$ cat config.mk
export PLATFORM = sky130hd
export DESIGN_NAME = checksum_frame_receiver_core
export DESIGN_NICKNAME = d
export VERILOG_FILES = /design/src/rtl/core/cfrx_pkg.sv /design/src/rtl/core/checksum_frame_receiver_core.sv
export SDC_FILE = /design/constraint.sdc
export NUM_CORES = 1
export LEC_CHECK = 0
export BUFFER_PORTS_ARGS = -buffer_cell sky130_fd_sc_hd__buf_4
export CORE_MARGIN = 1
export CORE_UTILIZATION = 35
export DETAILED_ROUTE_END_ITERATION = 12
export PLACE_DENSITY = 0.53
export SETUP_SLACK_MARGIN = 0.4
export SLEW_MARGIN = 20
export SYNTH_ARGS = -nofsm -noshare
export SYNTH_HDL_FRONTEND = slang
export SYNTH_SLANG_ARGS = --single-unit
$ cat constraint.sdc
create_clock -name clock -period 2.84 [get_ports clock]
set_input_delay 0 -clock clock [delete_from_list [all_inputs] [get_ports clock]]
set_output_delay 0 -clock clock [all_outputs]
set_load 0.05 [all_outputs]
$ cat src/rtl/core/cfrx_pkg.sv
// ----------------------------------------------------------------------------
// cfrx_pkg
// Shared widths, codes and helpers for the checksum frame receiver.
// ----------------------------------------------------------------------------
package cfrx_pkg;

   // Default and field widths.
   localparam int MAX_FRAME_LEN_DEF = 32;
   localparam int BYTE_W            = 8;
   localparam int STATUS_W          = 2;
   localparam int KIND_W            = 4;
   localparam int CHECK_W           = 2;
   localparam int LEN_W             = 6;
   localparam int CSR_IDX_W         = 2;
   localparam int RSP_BITS          = STATUS_W + KIND_W + 3 * BYTE_W + CHECK_W + LEN_W;
   localparam int RSP_DATA_W        = ((RSP_BITS + 7) / 8) * 8;

   // Bit positions inside the result item's data word.
   localparam int STATUS_LSB = 0;
   localparam int KIND_LSB   = STATUS_LSB + STATUS_W;
   localparam int FUNC_LSB   = KIND_LSB + KIND_W;
   localparam int FIRST_LSB  = FUNC_LSB + BYTE_W;
   localparam int SECOND_LSB = FIRST_LSB + BYTE_W;
   localparam int CHECK_LSB  = SECOND_LSB + BYTE_W;
   localparam int LEN_LSB    = CHECK_LSB + CHECK_W;

   // Frame bytes.
   localparam logic [BYTE_W-1:0] HEADER_BYTE  = 8'hAA;
   localparam logic [BYTE_W-1:0] FN_STATUS    = 8'h01;
   localparam logic [BYTE_W-1:0] FN_SENSOR    = 8'h02;
   localparam logic [BYTE_W-1:0] FN_GPS       = 8'h04;
   localparam logic [BYTE_W-1:0] FN_POWER     = 8'h05;
   localparam logic [BYTE_W-1:0] FN_MESSAGE   = 8'hEE;
   localparam logic [BYTE_W-1:0] FN_GROUP1    = 8'h10;
   localparam logic [BYTE_W-1:0] FN_GROUP2    = 8'h11;
   localparam logic [BYTE_W-1:0] FN_GROUP3    = 8'h12;
   localparam logic [BYTE_W-1:0] FN_CHECK     = 8'hEF;

   // Status codes.
   localparam logic [STATUS_W-1:0] ST_OK        = 2'd0;
   localparam logic [STATUS_W-1:0] ST_BAD_SUM   = 2'd1;
   localparam logic [STATUS_W-1:0] ST_BAD_HDR   = 2'd2;
   localparam logic [STATUS_W-1:0] ST_TOO_SHORT = 2'd3;

   // Frame kinds.
   localparam logic [KIND_W-1:0] KIND_STATUS  = 4'd0;
   localparam logic [KIND_W-1:0] KIND_SENSOR  = 4'd1;
   localparam logic [KIND_W-1:0] KIND_GPS     = 4'd2;
   localparam logic [KIND_W-1:0] KIND_POWER   = 4'd3;
   localparam logic [KIND_W-1:0] KIND_MESSAGE = 4'd4;
   localparam logic [KIND_W-1:0] KIND_GROUP1  = 4'd5;
   localparam logic [KIND_W-1:0] KIND_GROUP2  = 4'd6;
   localparam logic [KIND_W-1:0] KIND_GROUP3  = 4'd7;
   localparam logic [KIND_W-1:0] KIND_CHECK   = 4'd8;
   localparam logic [KIND_W-1:0] KIND_UNKNOWN = 4'd9;

   // Group check results.
   localparam logic [CHECK_W-1:0] CHK_NONE     = 2'd0;
   localparam logic [CHECK_W-1:0] CHK_MATCH    = 2'd1;
   localparam logic [CHECK_W-1:0] CHK_MISMATCH = 2'd2;

   // Register indexes.
   localparam logic [CSR_IDX_W-1:0] REG_GROUP1_SUM = 2'd0;
   localparam logic [CSR_IDX_W-1:0] REG_GROUP2_SUM = 2'd1;
   localparam logic [CSR_IDX_W-1:0] REG_GROUP3_SUM = 2'd2;

   // Maps a function byte to its frame kind.
   function automatic logic [KIND_W-1:0] classify(input logic [BYTE_W-1:0] fn);
      logic [KIND_W-1:0] kind;
      case (fn)
         FN_STATUS:  kind = KIND_STATUS;
         FN_SENSOR:  kind = KIND_SENSOR;
         FN_GPS:     kind = KIND_GPS;
         FN_POWER:   kind = KIND_POWER;
         FN_MESSAGE: kind = KIND_MESSAGE;
         FN_GROUP1:  kind = KIND_GROUP1;
         FN_GROUP2:  kind = KIND_GROUP2;
         FN_GROUP3:  kind = KIND_GROUP3;
         FN_CHECK:   kind = KIND_CHECK;
         default:    kind = KIND_UNKNOWN;
      endcase
      return kind;
   endfunction

endpackage

$ cat src/rtl/core/checksum_frame_receiver_core.sv
// ----------------------------------------------------------------------------
// checksum_frame_receiver_core
// Parses received radio frames byte by byte and reports one checked result
// item per frame.
// ----------------------------------------------------------------------------
// The req_ channel carries one frame byte per item in req_tdata, with
// req_tlast high on the final byte, which is the frame's checksum. Bytes of a
// frame are counted, summed modulo 256 and the bytes at offsets 0, 1, 2, 4
// and 5 are kept. When the final byte is taken, one result item is produced
// on the rsp_ channel; all other bytes produce nothing.
// The result is computed in the cycle the final byte is accepted and held in
// the output register, so it shows on rsp_tvalid in the next cycle. The block
// takes one byte per cycle without gaps, including while a finished result is
// taken: req_tready drops only when the output register is full and the
// downstream side holds rsp_tready low, so a stall of the result channel
// pushes back on the byte stream after at most one pending result.
// The csr_ port writes the three expected group sums; it is meant to be used
// while no frame is in progress. Synchronous reset clears the frame state,
// the output valid flag and the expected sums.
// ----------------------------------------------------------------------------
module checksum_frame_receiver_core #(
   parameter int MAX_FRAME_LEN = cfrx_pkg::MAX_FRAME_LEN_DEF
) (
   input  logic                             clock,
   input  logic                             reset,
   // Byte stream. req_tdata: [7:0] rx_byte. req_tlast: frame_end.
   input  logic                             req_tvalid,
   output logic                             req_tready,
   input  logic [cfrx_pkg::BYTE_W-1:0]      req_tdata,
   input  logic                             req_tlast,
   // Results. rsp_tdata, from bit 0 up: frame_status[1:0], frame_kind[5:2],
   // function_code[13:6], first_payload[21:14], second_payload[29:22],
   // check_result[31:30], frame_length[37:32], zero fill [39:38].
   output logic                             rsp_tvalid,
   input  logic                             rsp_tready,
   output logic [cfrx_pkg::RSP_DATA_W-1:0]  rsp_tdata,
   // Register writes.
   input  logic                             csr_we,
   input  logic [cfrx_pkg::CSR_IDX_W-1:0]   csr_index,
   input  logic [cfrx_pkg::BYTE_W-1:0]      csr_wdata
);

   localparam int CNT_W = $clog2(MAX_FRAME_LEN + 1);
   localparam logic [CNT_W-1:0] CNT_MAX = CNT_W'(MAX_FRAME_LEN);

   // Expected sums of the three parameter groups.
   logic [cfrx_pkg::BYTE_W-1:0] group1_sum_ff, group2_sum_ff, group3_sum_ff;

   // Frame state, cleared after every final byte.
   logic [CNT_W-1:0]            count_ff, count_in;
   logic [cfrx_pkg::BYTE_W-1:0] sum_ff, sum_in;
   logic [cfrx_pkg::BYTE_W-1:0] lead_ff, lead_in;
   logic [cfrx_pkg::BYTE_W-1:0] second_ff, second_in;
   logic [cfrx_pkg::BYTE_W-1:0] func_ff, func_in;
   logic [cfrx_pkg::BYTE_W-1:0] first_ff, first_in;
   logic [cfrx_pkg::BYTE_W-1:0] pay2_ff, pay2_in;

   // Output register.
   logic                          rsp_valid_ff, rsp_valid_in;
   logic [cfrx_pkg::RSP_DATA_W-1:0] rsp_data_ff, rsp_data_in;

   logic                        req_fire;
   logic [cfrx_pkg::BYTE_W-1:0] rx_byte;

   // Offsets as they stand once the current byte is captured.
   logic [cfrx_pkg::BYTE_W-1:0] lead_cap, second_cap, func_cap, first_cap, pay2_cap;

   logic [CNT_W-1:0]              len;
   logic [CNT_W+cfrx_pkg::LEN_W-1:0] len_ext;
   logic [cfrx_pkg::STATUS_W-1:0] status;
   logic [cfrx_pkg::KIND_W-1:0]   kind;
   logic [cfrx_pkg::CHECK_W-1:0]  check;
   logic [cfrx_pkg::BYTE_W-1:0]   want_sum;
   logic                          group_known;

   assign rx_byte    = req_tdata;
   assign req_tready = !rsp_valid_ff || rsp_tready;
   assign req_fire   = req_tvalid && req_tready;

   assign lead_cap   = (count_ff == CNT_W'(0)) ? rx_byte : lead_ff;
   assign second_cap = (count_ff == CNT_W'(1)) ? rx_byte : second_ff;
   assign func_cap   = (count_ff == CNT_W'(2)) ? rx_byte : func_ff;
   assign first_cap  = (count_ff == CNT_W'(4)) ? rx_byte : first_ff;
   assign pay2_cap   = (count_ff == CNT_W'(5)) ? rx_byte : pay2_ff;

   // Length including the final byte, held at the maximum.
   assign len     = (count_ff == CNT_MAX) ? CNT_MAX : count_ff + CNT_W'(1);
   assign len_ext = {{cfrx_pkg::LEN_W{1'b0}}, len};

   // Checks in order: too short, checksum, header; then classification.
   always_comb begin
      if (count_ff < CNT_W'(2)) begin
         status = cfrx_pkg::ST_TOO_SHORT;
      end else if (sum_ff != rx_byte) begin
         status = cfrx_pkg::ST_BAD_SUM;
      end else if (lead_cap != cfrx_pkg::HEADER_BYTE || second_cap != cfrx_pkg::HEADER_BYTE) begin
         status = cfrx_pkg::ST_BAD_HDR;
      end else begin
         status = cfrx_pkg::ST_OK;
      end

      group_known = 1'b1;
      case (first_cap)
         cfrx_pkg::FN_GROUP1: want_sum = group1_sum_ff;
         cfrx_pkg::FN_GROUP2: want_sum = group2_sum_ff;
         cfrx_pkg::FN_GROUP3: want_sum = group3_sum_ff;
         default: begin
            want_sum    = '0;
            group_known = 1'b0;
         end
      endcase

      kind  = cfrx_pkg::KIND_UNKNOWN;
      check = cfrx_pkg::CHK_NONE;
      if (status == cfrx_pkg::ST_OK) begin
         kind = cfrx_pkg::classify(func_cap);
         if (kind == cfrx_pkg::KIND_CHECK && group_known) begin
            check = (want_sum == pay2_cap) ? cfrx_pkg::CHK_MATCH : cfrx_pkg::CHK_MISMATCH;
         end
      end
   end

   // Frame state update for an accepted byte.
   always_comb begin
      count_in  = count_ff;
      sum_in    = sum_ff;
      lead_in   = lead_ff;
      second_in = second_ff;
      func_in   = func_ff;
      first_in  = first_ff;
      pay2_in   = pay2_ff;
      if (req_fire) begin
         if (req_tlast) begin
            count_in  = '0;
            sum_in    = '0;
            lead_in   = '0;
            second_in = '0;
            func_in   = '0;
            first_in  = '0;
            pay2_in   = '0;
         end else begin
            sum_in    = sum_ff + rx_byte;
            count_in  = (count_ff == CNT_MAX) ? CNT_MAX : count_ff + CNT_W'(1);
            lead_in   = lead_cap;
            second_in = second_cap;
            func_in   = func_cap;
            first_in  = first_cap;
            pay2_in   = pay2_cap;
         end
      end
   end

   // Output register: loads on a final byte, empties when taken.
   always_comb begin
      rsp_valid_in = rsp_valid_ff && !rsp_tready;
      rsp_data_in  = rsp_data_ff;
      if (req_fire && req_tlast) begin
         rsp_valid_in = 1'b1;
         rsp_data_in  = '0;
         rsp_data_in[cfrx_pkg::STATUS_LSB +: cfrx_pkg::STATUS_W] = status;
         rsp_data_in[cfrx_pkg::KIND_LSB   +: cfrx_pkg::KIND_W]   = kind;
         rsp_data_in[cfrx_pkg::FUNC_LSB   +: cfrx_pkg::BYTE_W]   = func_cap;
         rsp_data_in[cfrx_pkg::FIRST_LSB  +: cfrx_pkg::BYTE_W]   = first_cap;
         rsp_data_in[cfrx_pkg::SECOND_LSB +: cfrx_pkg::BYTE_W]   = pay2_cap;
         rsp_data_in[cfrx_pkg::CHECK_LSB  +: cfrx_pkg::CHECK_W]  = check;
         rsp_data_in[cfrx_pkg::LEN_LSB    +: cfrx_pkg::LEN_W]    =
            len_ext[cfrx_pkg::LEN_W-1:0];
      end
   end

   always_ff @(posedge clock) begin
      if (reset) begin
         count_ff      <= '0;
         sum_ff        <= '0;
         lead_ff       <= '0;
         second_ff     <= '0;
         func_ff       <= '0;
         first_ff      <= '0;
         pay2_ff       <= '0;
         rsp_valid_ff  <= 1'b0;
         group1_sum_ff <= '0;
         group2_sum_ff <= '0;
         group3_sum_ff <= '0;
      end else begin
         count_ff     <= count_in;
         sum_ff       <= sum_in;
         lead_ff      <= lead_in;
         second_ff    <= second_in;
         func_ff      <= func_in;
         first_ff     <= first_in;
         pay2_ff      <= pay2_in;
         rsp_valid_ff <= rsp_valid_in;
         if (csr_we) begin
            case (csr_index)
               cfrx_pkg::REG_GROUP1_SUM: group1_sum_ff <= csr_wdata;
               cfrx_pkg::REG_GROUP2_SUM: group2_sum_ff <= csr_wdata;
               cfrx_pkg::REG_GROUP3_SUM: group3_sum_ff <= csr_wdata;
               default: ;
            endcase
         end
      end
   end

   always_ff @(posedge clock) begin
      rsp_data_ff <= rsp_data_in;
   end

   assign rsp_tvalid = rsp_valid_ff;
   assign rsp_tdata  = rsp_data_ff;

endmodule

==> results_tabular.tex, run 1 <==
\begin{tabular}{lr}
\hline
Metric & Value \\
\hline
\multicolumn{2}{l}{\textbf{Critical path}} \\
Cell with the largest stage delay on the worst path & sky130\_fd\_sc\_hd\_\_or3b\_4 \\
Depth of the worst register-to-register path & 11 \\
Largest delay contributor family on the critical path & simple AND/OR/NAND/NOR gates \\
Critical Path Source Type & flip-flop \\
Critical Path Most Common Cell & sky130\_fd\_sc\_hd\_\_buf\_4 \\
Critical path peak fanout & 8 \\
Data required time of the critical path & between 2 and 3 ns \\
Buffer and inverter count on the worst path & 4 \\
Arrival time of the worst setup path & roughly 2.8 ns \\
Type of element capturing the critical path & flip-flop \\
Worst flop-to-flop path startpoint & count\_ff[1] \\
R2r setup slk & approximately 0.18 ns \\
Critical path start-end classification & reg2reg \\
Critical path's largest stage delay & around 0.47 ns \\
Reg-to-Reg End & rsp\_tdata[31] \\
Worst path cell trace & inv\_4, ha\_4, or3b\_4, buf\_12, o2111ai\_4, o31ai\_4, buf\_4, buf\_4, or3\_1, o21ai\_2, a21oi\_1 \\
\multicolumn{2}{l}{\textbf{Power and ir drop}} \\
Power density over cell area & 563 nW/um\^{}2 \\
P\_leak & approximately 0.0031 uW \\
Peak supply drop & around 0.0004 V \\
\multicolumn{2}{l}{\textbf{Logic synthesis}} \\
Share of the synthesized area in compound gates (AO/OA/AOI/OAI) & between 10\% and 20\% \\
Ranking of synthesized cells by area & sky130\_fd\_sc\_hd\_\_dfxtp\_1 (27\%), sky130\_fd\_sc\_hd\_\_edfxtp\_1 (19\%), sky130\_fd\_sc\_hd\_\_a22oi\_1 (6.4\%), sky130\_fd\_sc\_hd\_\_nor2\_1 (5.9\%), sky130\_fd\_sc\_hd\_\_mux2i\_1 (5.1\%) \\
Most common cell in the netlist & sky130\_fd\_sc\_hd\_\_nor2\_1 \\
Post-Syn Instances & between 600 and 700 \\
Portion of netlist area occupied by mux cells & between 8 and 9\% \\
Number of unique standard cell types used by synthesis & 77 \\
Sequential element share of the synthesized area & between 40\% and 50\% \\
Most used flip-flop cell after synthesis & sky130\_fd\_sc\_hd\_\_dfxtp\_1 \\
Adder-cell share of the synthesized area & around 2.7\% \\
Post-synthesis share of cell area spent on and, or, nand and nor gates & about a fifth \\
Post-synth top area cell & sky130\_fd\_sc\_hd\_\_dfxtp\_1 \\
Post-synth top area share & a little over a quarter \\
Post-synthesis sequential element count & roughly 120 \\
YS warnings & 0 \\
Synthesized area per cell & around 9.7 um\^{}2 \\
Post-synth design cell area & between 5000 and 6000 um\^{}2 \\
Post-Synth XOR/XNOR Area & 1.34\% \\
Ys async rst share & 0\% \\
Count of flip-flops with a built-in enable after synthesis & 38 \\
Commonest cells in the netlist & sky130\_fd\_sc\_hd\_\_nor2\_1 (93), sky130\_fd\_sc\_hd\_\_dfxtp\_1 (79), sky130\_fd\_sc\_hd\_\_a22oi\_1 (50), sky130\_fd\_sc\_hd\_\_edfxtp\_1 (38), sky130\_fd\_sc\_hd\_\_mux2i\_1 (30) \\
Combinational family with the most area after synthesis & simple AND/OR/NAND/NOR gates \\
\multicolumn{2}{l}{\textbf{Placed design}} \\
Placer Congestion & $\sim$0.87 \\
DP Wirelength & about 11000 um \\
Post-DP Area & roughly 6700 um\^{}2 \\
IO Port Bufs & 63 \\
\multicolumn{2}{l}{\textbf{Global routing}} \\
Total GRT Usage & between 20 and 25\% \\
Wire length of the first global-routing pass & approximately 27000 um \\
Antenna violations before repair & 0 \\
Global route total overflow & 0 \\
Maximum number of pins on one net before global-route repair & 55 \\
Number of global-route vias before repair & $\sim$5100 \\
\multicolumn{2}{l}{\textbf{STA}} \\
Slew @ Worst Pin & between 0.7 and 0.8 ns \\
Setup Viol. Count Final & 0 \\
Total negative setup slack & 0 ns \\
Relative slew slack & roughly 48\% \\
Crit path time final & $\sim$2.7 ns \\
Number of max-slew violations in the final report & 0 \\
Max Freq & 375 MHz \\
Setup skew after layout & 0.00832 ns \\
Final-layout worst hold slack & $\sim$0.015 ns \\
Final period utilization & a little over nine tenths \\
Unrepaired setup endpoints after global routing & true \\
Final Hold Violating Endpoints & 0 \\
\multicolumn{2}{l}{\textbf{Die}} \\
Horiz. Die Dim & roughly 130 um \\
Std-Cell Core Area & approximately 17000 um\^{}2 \\
Overall die height & between 100 and 150 um \\
Effective utilization at floorplan & between 30 and 40\% \\
Die Area & about 17000 um\^{}2 \\
Standard-cell rows & 47 \\
IO Pins & 66 \\
\multicolumn{2}{l}{\textbf{Status}} \\
Status & finished, final reports clean \\
\multicolumn{2}{l}{\textbf{Layout}} \\
Inserted Diodes & 0 \\
Layout-stage area growth over the synthesis result & 32.1\% \\
Filler cell count & roughly 1600 \\
Share of final-layout standard cells stronger than drive strength 1 & between 20 and 30\% \\
Final-stage net count & 746 \\
Final core area utilization & 47.1\% \\
Cell area after layout & $\sim$7800 um\^{}2 \\
\multicolumn{2}{l}{\textbf{Routing}} \\
Total Routed Length & 16900 um \\
Residual antenna-violating net count after detailed routing & 0 \\
Number of DRC violations after detailed-routing iteration 0 & about 340 \\
Remaining DRCs & 0 \\
Wire length per cell after detailed routing & around 18 um \\
DR vias & just over 5000 \\
Router iterations before antenna repair & 5 \\
Mean number of vias per cell & approximately 5.4 \\
\multicolumn{2}{l}{\textbf{Run}} \\
Number of max-cap violations & 0 \\
\multicolumn{2}{l}{\textbf{Clock network}} \\
Clk root buf & sky130\_fd\_sc\_hd\_\_clkbuf\_16 \\
Number of sinks handled by clock tree synthesis & 117 \\
CTS clk-pin slew, worst paths & $\sim$0.05 ns \\
H-tree level count & 4 \\
Max Buffers Root-to-Sink & 2 \\
TritonCTS clock tree & done \\
Clock insertion delay at the later pin of the skew report & between 0.4 and 0.5 ns \\
Number of buffers created by CTS & 17 \\
\multicolumn{2}{l}{\textbf{Min path}} \\
Hold Startpoint & req\_tdata[5] \\
Capture endpoint of the worst hold path & lead\_ff[5] \\
Hold path cells & 3 \\
Worst Hold Class & in2reg \\
\hline
\end{tabular}
## where the power goes
part	leakage, uW	switching [uW]	internal [uW]
Combinational	0.00182	296	173
Clock	0.000288	736	1380
Sequential	0.000994	26.6	1770
Total	0.00311	1060	3330
## logic make-up after synthesis
kind of cell             count (synthesis)
XOR/XNOR                                 9
buffers and inverters                   59
AO/OA/AOI/OAI                          144
adder cells (fa/ha/maj)                 12
multiplexers                            45
other                                    1
flip-flops                             117
AND/OR/NAND/NOR                        218
## flip-flops by register name, indices dropped and copies added (netlist names)
name,count
rsp_tdata,38
first_ff,8
func_ff,8
group1_sum_ff,8
group2_sum_ff,8
group3_sum_ff,8
lead_ff,8
pay2_ff,8
second_ff,8
sum_ff,8
count_ff,6
rsp_tvalid,1
## per-stage QoR
step,power [uW],worst slack (ns),cells
finish,4390,0.176,943
global route,4520,0.0535,943
CTS,4410,0.254,937
detailed placement,2240,-0.0603,872
global placement,2230,0.0109,872
floorplan,2100,0.403,606
## cell usage in the layout (no fill, tap or decap), types with 4 or more instances in the layout
cell type / synthesis / final
sky130_fd_sc_hd__edfxtp_1: 38 / 38
sky130_fd_sc_hd__clkinv_2: 0 / 6
sky130_fd_sc_hd__mux2i_1: 30 / 28
sky130_fd_sc_hd__buf_4: 4 / 108
sky130_fd_sc_hd__nor2_1: 93 / 91
sky130_fd_sc_hd__nor3_1: 9 / 6
sky130_fd_sc_hd__ha_1: 11 / 9
sky130_fd_sc_hd__nand4_1: 6 / 6
sky130_fd_sc_hd__inv_1: 15 / 12
sky130_fd_sc_hd__nor3_2: 1 / 4
sky130_fd_sc_hd__o21ai_2: 0 / 4
sky130_fd_sc_hd__a21boi_0: 6 / 5
sky130_fd_sc_hd__o21ai_1: 1 / 5
sky130_fd_sc_hd__mux2_2: 13 / 13
sky130_fd_sc_hd__dfxtp_1: 79 / 75
sky130_fd_sc_hd__dlygate4sd3_1: 0 / 15
sky130_fd_sc_hd__a21oi_1: 22 / 19
sky130_fd_sc_hd__clkbuf_16: 0 / 17
sky130_fd_sc_hd__a22oi_1: 50 / 50
sky130_fd_sc_hd__nand2b_1: 15 / 14
sky130_fd_sc_hd__o21ai_0: 19 / 11
sky130_fd_sc_hd__nand2_1: 25 / 24
sky130_fd_sc_hd__and2_1: 6 / 6
sky130_fd_sc_hd__a21o_1: 4 / 4
sky130_fd_sc_hd__and3_1: 7 / 5
sky130_fd_sc_hd__nand3_1: 27 / 26
sky130_fd_sc_hd__or3b_4: 0 / 4
sky130_fd_sc_hd__xnor2_1: 8 / 8
## worst reg2reg max path, stage by stage, from the launching register on
cell,delay (ns)
sky130_fd_sc_hd__dfxtp_4,0.35
sky130_fd_sc_hd__inv_4,0.07
sky130_fd_sc_hd__ha_4,0.14
sky130_fd_sc_hd__or3b_4,0.47
sky130_fd_sc_hd__buf_12,0.16
sky130_fd_sc_hd__o2111ai_4,0.22
sky130_fd_sc_hd__o31ai_4,0.16
sky130_fd_sc_hd__buf_4,0.17
sky130_fd_sc_hd__buf_4,0.12
sky130_fd_sc_hd__or3_1,0.38
sky130_fd_sc_hd__o21ai_2,0.08
sky130_fd_sc_hd__a21oi_1,0.08
## cell type report
class | count | area, um^2 | share of cell area, %
well taps | 220 | 275 | 3.54
clock inverters | 12 | 135 | 1.74
flip-flops and latches | 117 | 2730 | 35.1
repair buffers | 127 | 1010 | 13.0
inverters | 15 | 65.1 | 0.836
multi-input cells | 432 | 3110 | 40.0
clock buffers | 20 | 447 | 5.74
## worst max-delay path by stage
stage	start	endpoint	slack (ns)	depth (start not counted)
global placement	count_ff[1]	rsp_tdata[30]	0.01	9
detailed placement	count_ff[1]	rsp_tdata[30]	-0.06	10
finish	count_ff[1]	rsp_tdata[31]	0.18	11
global route	count_ff[0]	rsp_tdata[30]	0.05	10
CTS	count_ff[1]	rsp_tdata[30]	0.25	10
floorplan	count_ff[1]	rsp_tdata[30]	0.40	10
## timing repair
action | 4_1_cts | 5_1_grt
resized for setup | 46 | 10
cloned | 2 | 0
buffers inserted | 16 | 6
pin swaps | 17 | 10
hold endpoints to repair | 33 | 0
hold buffers | 15 | 0
endpoints found under the setup margin | 7 | 6
## routing by layer
metal | up-vias | wire (um) | track usage (%)
li1 | 2438 | - | -
met1 | 2468 | 8050 | 26.8
met2 | 144 | 7850 | 32.0
met3 | 17 | 716 | 3.65
met4 | 0 | 240 | 8.07
met5 | - | 0 | 0
Note: power is estimated with default switching activity, not from simulation.
==> run 2, diff against run 1 <==
==> constraint.sdc (replaced) <==
create_clock -name clock -period 2.84 [get_ports clock]
set_input_delay 0 -clock clock [delete_from_list [all_inputs] [get_ports clock]]
set_output_delay 0 -clock clock [all_outputs]
set_load 0.005 [all_outputs]
==> run 2 against run 1 <==
Effect of this change: clock skew about the same; design area up 0.48%; die area unchanged; fmax up 2.6%; critical path depth down 2; combinational power down 18%; wire length about the same; setup slack better by 0.068 ns; power up 4.5%; critical path type unchanged; largest cell class unchanged.
==> results_tabular.tex, run 2 (synthesized netlist as in run 1, its figures left out) <==
\begin{tabular}{lr}
\hline
Metric & Value \\
\hline
\multicolumn{2}{l}{\textbf{Placed design}} \\
DP Wirelength & 11200 um (was 11100 um) \\
Placer Congestion & 0.859 (was 0.873) \\
Placed cell count & 875 (was 872) \\
Worst-case setup slack after placement & 0.0270 ns (was -0.0603 ns) \\
IO Port Bufs & 63 (unchanged) \\
\multicolumn{2}{l}{\textbf{Critical path}} \\
Critical path's largest stage delay & 0.41 ns (was 0.47 ns) \\
Critical Path Source Type & flip-flop (unchanged) \\
Critical path start-end classification & reg2reg (unchanged) \\
Cell with the largest stage delay on the worst path & sky130\_fd\_sc\_hd\_\_a2111o\_1 (was sky130\_fd\_sc\_hd\_\_or3b\_4) \\
Arrival time of the worst setup path & 2.89 ns (was 2.82 ns) \\
Data required time of the critical path & 3.13 ns (was 2.99 ns) \\
Worst path cell trace & buf\_4, nor4\_4, nand2\_4, buf\_6, mux2\_2, nand4\_1, nand2b\_1, a2111o\_1, and3b\_1 (was inv\_4, ha\_4, or3b\_4, buf\_12, o2111ai\_4, o31ai\_4, buf\_4, buf\_4, or3\_1, o21ai\_2, a21oi\_1) \\
Critical path peak fanout & 7 (was 8) \\
Type of element capturing the critical path & flip-flop (unchanged) \\
\multicolumn{2}{l}{\textbf{Power and ir drop}} \\
Power density over cell area & 586 nW/um\^{}2 (was 563 nW/um\^{}2) \\
Peak supply drop & 0.000392 V (was 0.000402 V) \\
Net switching power figure & 989 uW (was 1060 uW) \\
Internal power & 3590 uW (was 3330 uW) \\
P\_leak & 0.00316 uW (was 0.00311 uW) \\
Combinational fraction of design power & 8.4\% (was 10.7\%) \\
Switching part of the total & 21.6\% (was 24.1\%) \\
Sequential share of power & 39.2\% (was 41.0\%) \\
Clock share of power & 52.4\% (was 48.3\%) \\
\multicolumn{2}{l}{\textbf{Layout}} \\
Share of final-layout standard cells stronger than drive strength 1 & 28.1\% (was 28.6\%) \\
Largest register FFs & 38 (unchanged) \\
Final-stage net count & 746 (unchanged) \\
Highest-count cells in the layout ignoring fill and taps & sky130\_fd\_sc\_hd\_\_buf\_4 (107), sky130\_fd\_sc\_hd\_\_nor2\_1 (91), sky130\_fd\_sc\_hd\_\_dfxtp\_1 (75), sky130\_fd\_sc\_hd\_\_a22oi\_1 (49), sky130\_fd\_sc\_hd\_\_edfxtp\_1 (38) (was sky130\_fd\_sc\_hd\_\_buf\_4 (108), sky130\_fd\_sc\_hd\_\_nor2\_1 (91), sky130\_fd\_sc\_hd\_\_dfxtp\_1 (75), sky130\_fd\_sc\_hd\_\_a22oi\_1 (50), sky130\_fd\_sc\_hd\_\_edfxtp\_1 (38)) \\
Filler cell count & 1542 (was 1557) \\
Most common cell after layout, fill and taps aside & sky130\_fd\_sc\_hd\_\_buf\_4 (unchanged) \\
Layout-stage area growth over the synthesis result & 32.7\% (was 32.1\%) \\
Inserted Diodes & 0 (unchanged) \\
Number of cells in the finished layout apart from fillers & 943 (unchanged) \\
\multicolumn{2}{l}{\textbf{STA}} \\
Max Freq & 385 MHz (was 375 MHz) \\
Crit path time final & 2.60 ns (was 2.66 ns) \\
Slack of the critical path & 0.245 ns (was 0.176 ns) \\
Total negative setup slack & 0 ns (unchanged) \\
Final period utilization & 91.4\% (was 93.8\%) \\
Final Hold Violating Endpoints & 0 (unchanged) \\
Unrepaired setup endpoints after global routing & true (unchanged) \\
Relative slew slack & 59.7\% (was 47.7\%) \\
Number of max-slew violations in the final report & 0 (unchanged) \\
Slew @ Worst Pin & 0.602 ns (was 0.783 ns) \\
Setup Viol. Count Final & 0 (unchanged) \\
Setup skew after layout & 0.00821 ns (was 0.00832 ns) \\
\multicolumn{2}{l}{\textbf{Run}} \\
Number of max-cap violations & 0 (unchanged) \\
\multicolumn{2}{l}{\textbf{Global routing}} \\
Maximum number of pins on one net before global-route repair & 46 (was 55) \\
Global route total overflow & 0 (unchanged) \\
Number of global-route vias before repair & 4942 (was 5091) \\
Antenna violations before repair & 1 (was 0) \\
Total GRT Usage & 19.7\% (was 20.1\%) \\
Wire length of the first global-routing pass & 26300 um (was 27200 um) \\
\multicolumn{2}{l}{\textbf{Status}} \\
Status & finished, final reports clean (unchanged) \\
\multicolumn{2}{l}{\textbf{Die}} \\
Effective utilization at floorplan & 35.7\% (unchanged) \\
Horiz. Die Dim & 132 um (unchanged) \\
IO Pins & 66 (unchanged) \\
Die Area & 17400 um\^{}2 (unchanged) \\
Std-Cell Core Area & 16500 um\^{}2 (unchanged) \\
Standard-cell rows & 47 (unchanged) \\
Overall die height & 132 um (unchanged) \\
\multicolumn{2}{l}{\textbf{Clock network}} \\
TritonCTS clock tree & done (unchanged) \\
Number of buffers created by CTS & 17 (unchanged) \\
Number of sinks handled by clock tree synthesis & 117 (unchanged) \\
Max Buffers Root-to-Sink & 2 (unchanged) \\
H-tree level count & 4 (unchanged) \\
Clk root buf & sky130\_fd\_sc\_hd\_\_clkbuf\_16 (unchanged) \\
CTS clk-pin slew, worst paths & 0.05 ns (about the same) \\
Clock insertion delay at the later pin of the skew report & 0.42 ns (was 0.41 ns) \\
\multicolumn{2}{l}{\textbf{Routing}} \\
Number of DRC violations after detailed-routing iteration 0 & 398 (was 336) \\
Total Routed Length & 16900 um (about the same) \\
Residual antenna-violating net count after detailed routing & 0 (unchanged) \\
Wire length per cell after detailed routing & 17.9 um (about the same) \\
Router iterations before antenna repair & 7 (was 5) \\
Mean number of vias per cell & 5.40 (was 5.37) \\
Remaining DRCs & 0 (unchanged) \\
DR vias & 5093 (was 5067) \\
\multicolumn{2}{l}{\textbf{Min path}} \\
Worst Hold Class & in2reg (unchanged) \\
\hline
\end{tabular}
-- run 2: worst paths after layout --
check / start / end / slack [ns] / cells after the start
setup reg to reg: count_ff[4] / rsp_tdata[30] / 0.24 / 9
setup / recovery: count_ff[4] / rsp_tdata[30] / 0.24 / 9
hold / removal: req_tdata[6] / rsp_tdata[12] / 0.005 / 2
hold reg to reg: group3_sum_ff[5] / group3_sum_ff[5] / 0.49 / 2
-- run 2: final cells by class --
| type | instances | area (um^2) | area share [%] |
|---|---|---|---|
| multi-input cells | 433 | 3090 | 39.6 |
| flip-flops and latches | 117 | 2730 | 34.9 |
| repair buffers | 126 | 1010 | 12.9 |
| clock buffers | 22 | 454 | 5.81 |
| well taps | 220 | 275 | 3.52 |
| clock inverters | 10 | 201 | 2.58 |
| inverters | 15 | 58.8 | 0.752 |
-- run 2: repair_timing --
action,CTS,global route
pin swaps,8,11
cloned,2,1
buffers inserted,11,7
setup endpoints to repair,6,6
resized for setup,18,35
hold buffers,15,0
endpoints found under the hold margin,34,0
-- run 2: metrics by stage --
step | power, uW | hold slack, ns | utilization [%] | cell area (um^2)
floorplan | 2030 | 0.136 | - | 5920
global placement | 2160 | 0.250 | 40.4 | 6680
detailed placement | 2170 | 0.261 | 40.4 | 6680
CTS | 4610 | 0.000737 | 46.4 | 7660
global route | 4730 | 0.00772 | 47.3 | 7820
finish | 4580 | 0.00487 | 47.3 | 7820
-- run 2: worst max-delay path: cells and delay by family, from the launching register on --
family / cells / cell delay, ns
AOI/OAI and AO/OA: 1 / 0.41
DFF: 1 / 0.35
muxes: 1 / 0.25
buffers and inverters: 2 / 0.33
and+or+nand+nor: 5 / 1.13
-- run 2: layer usage --
layer	share of wire, %	routed length [um]	track usage, %
met1	46	7720	25.9
met2	47	7910	30.7
met3	4.9	826	5.00
met4	2.4	412	7.95
met5	0	0	0
-- run 2: power by group through the flow --
stage                     Sequential [uW]  Combinational [uW]  Clock (uW)
after floorplan                      1830                 206           0
after global placement               1830                 335           0
after detailed placement             1830                 340           0
after CTS                            1800                 373        2440
after global routing                 1800                 419        2520
final                                1800                 385        2400
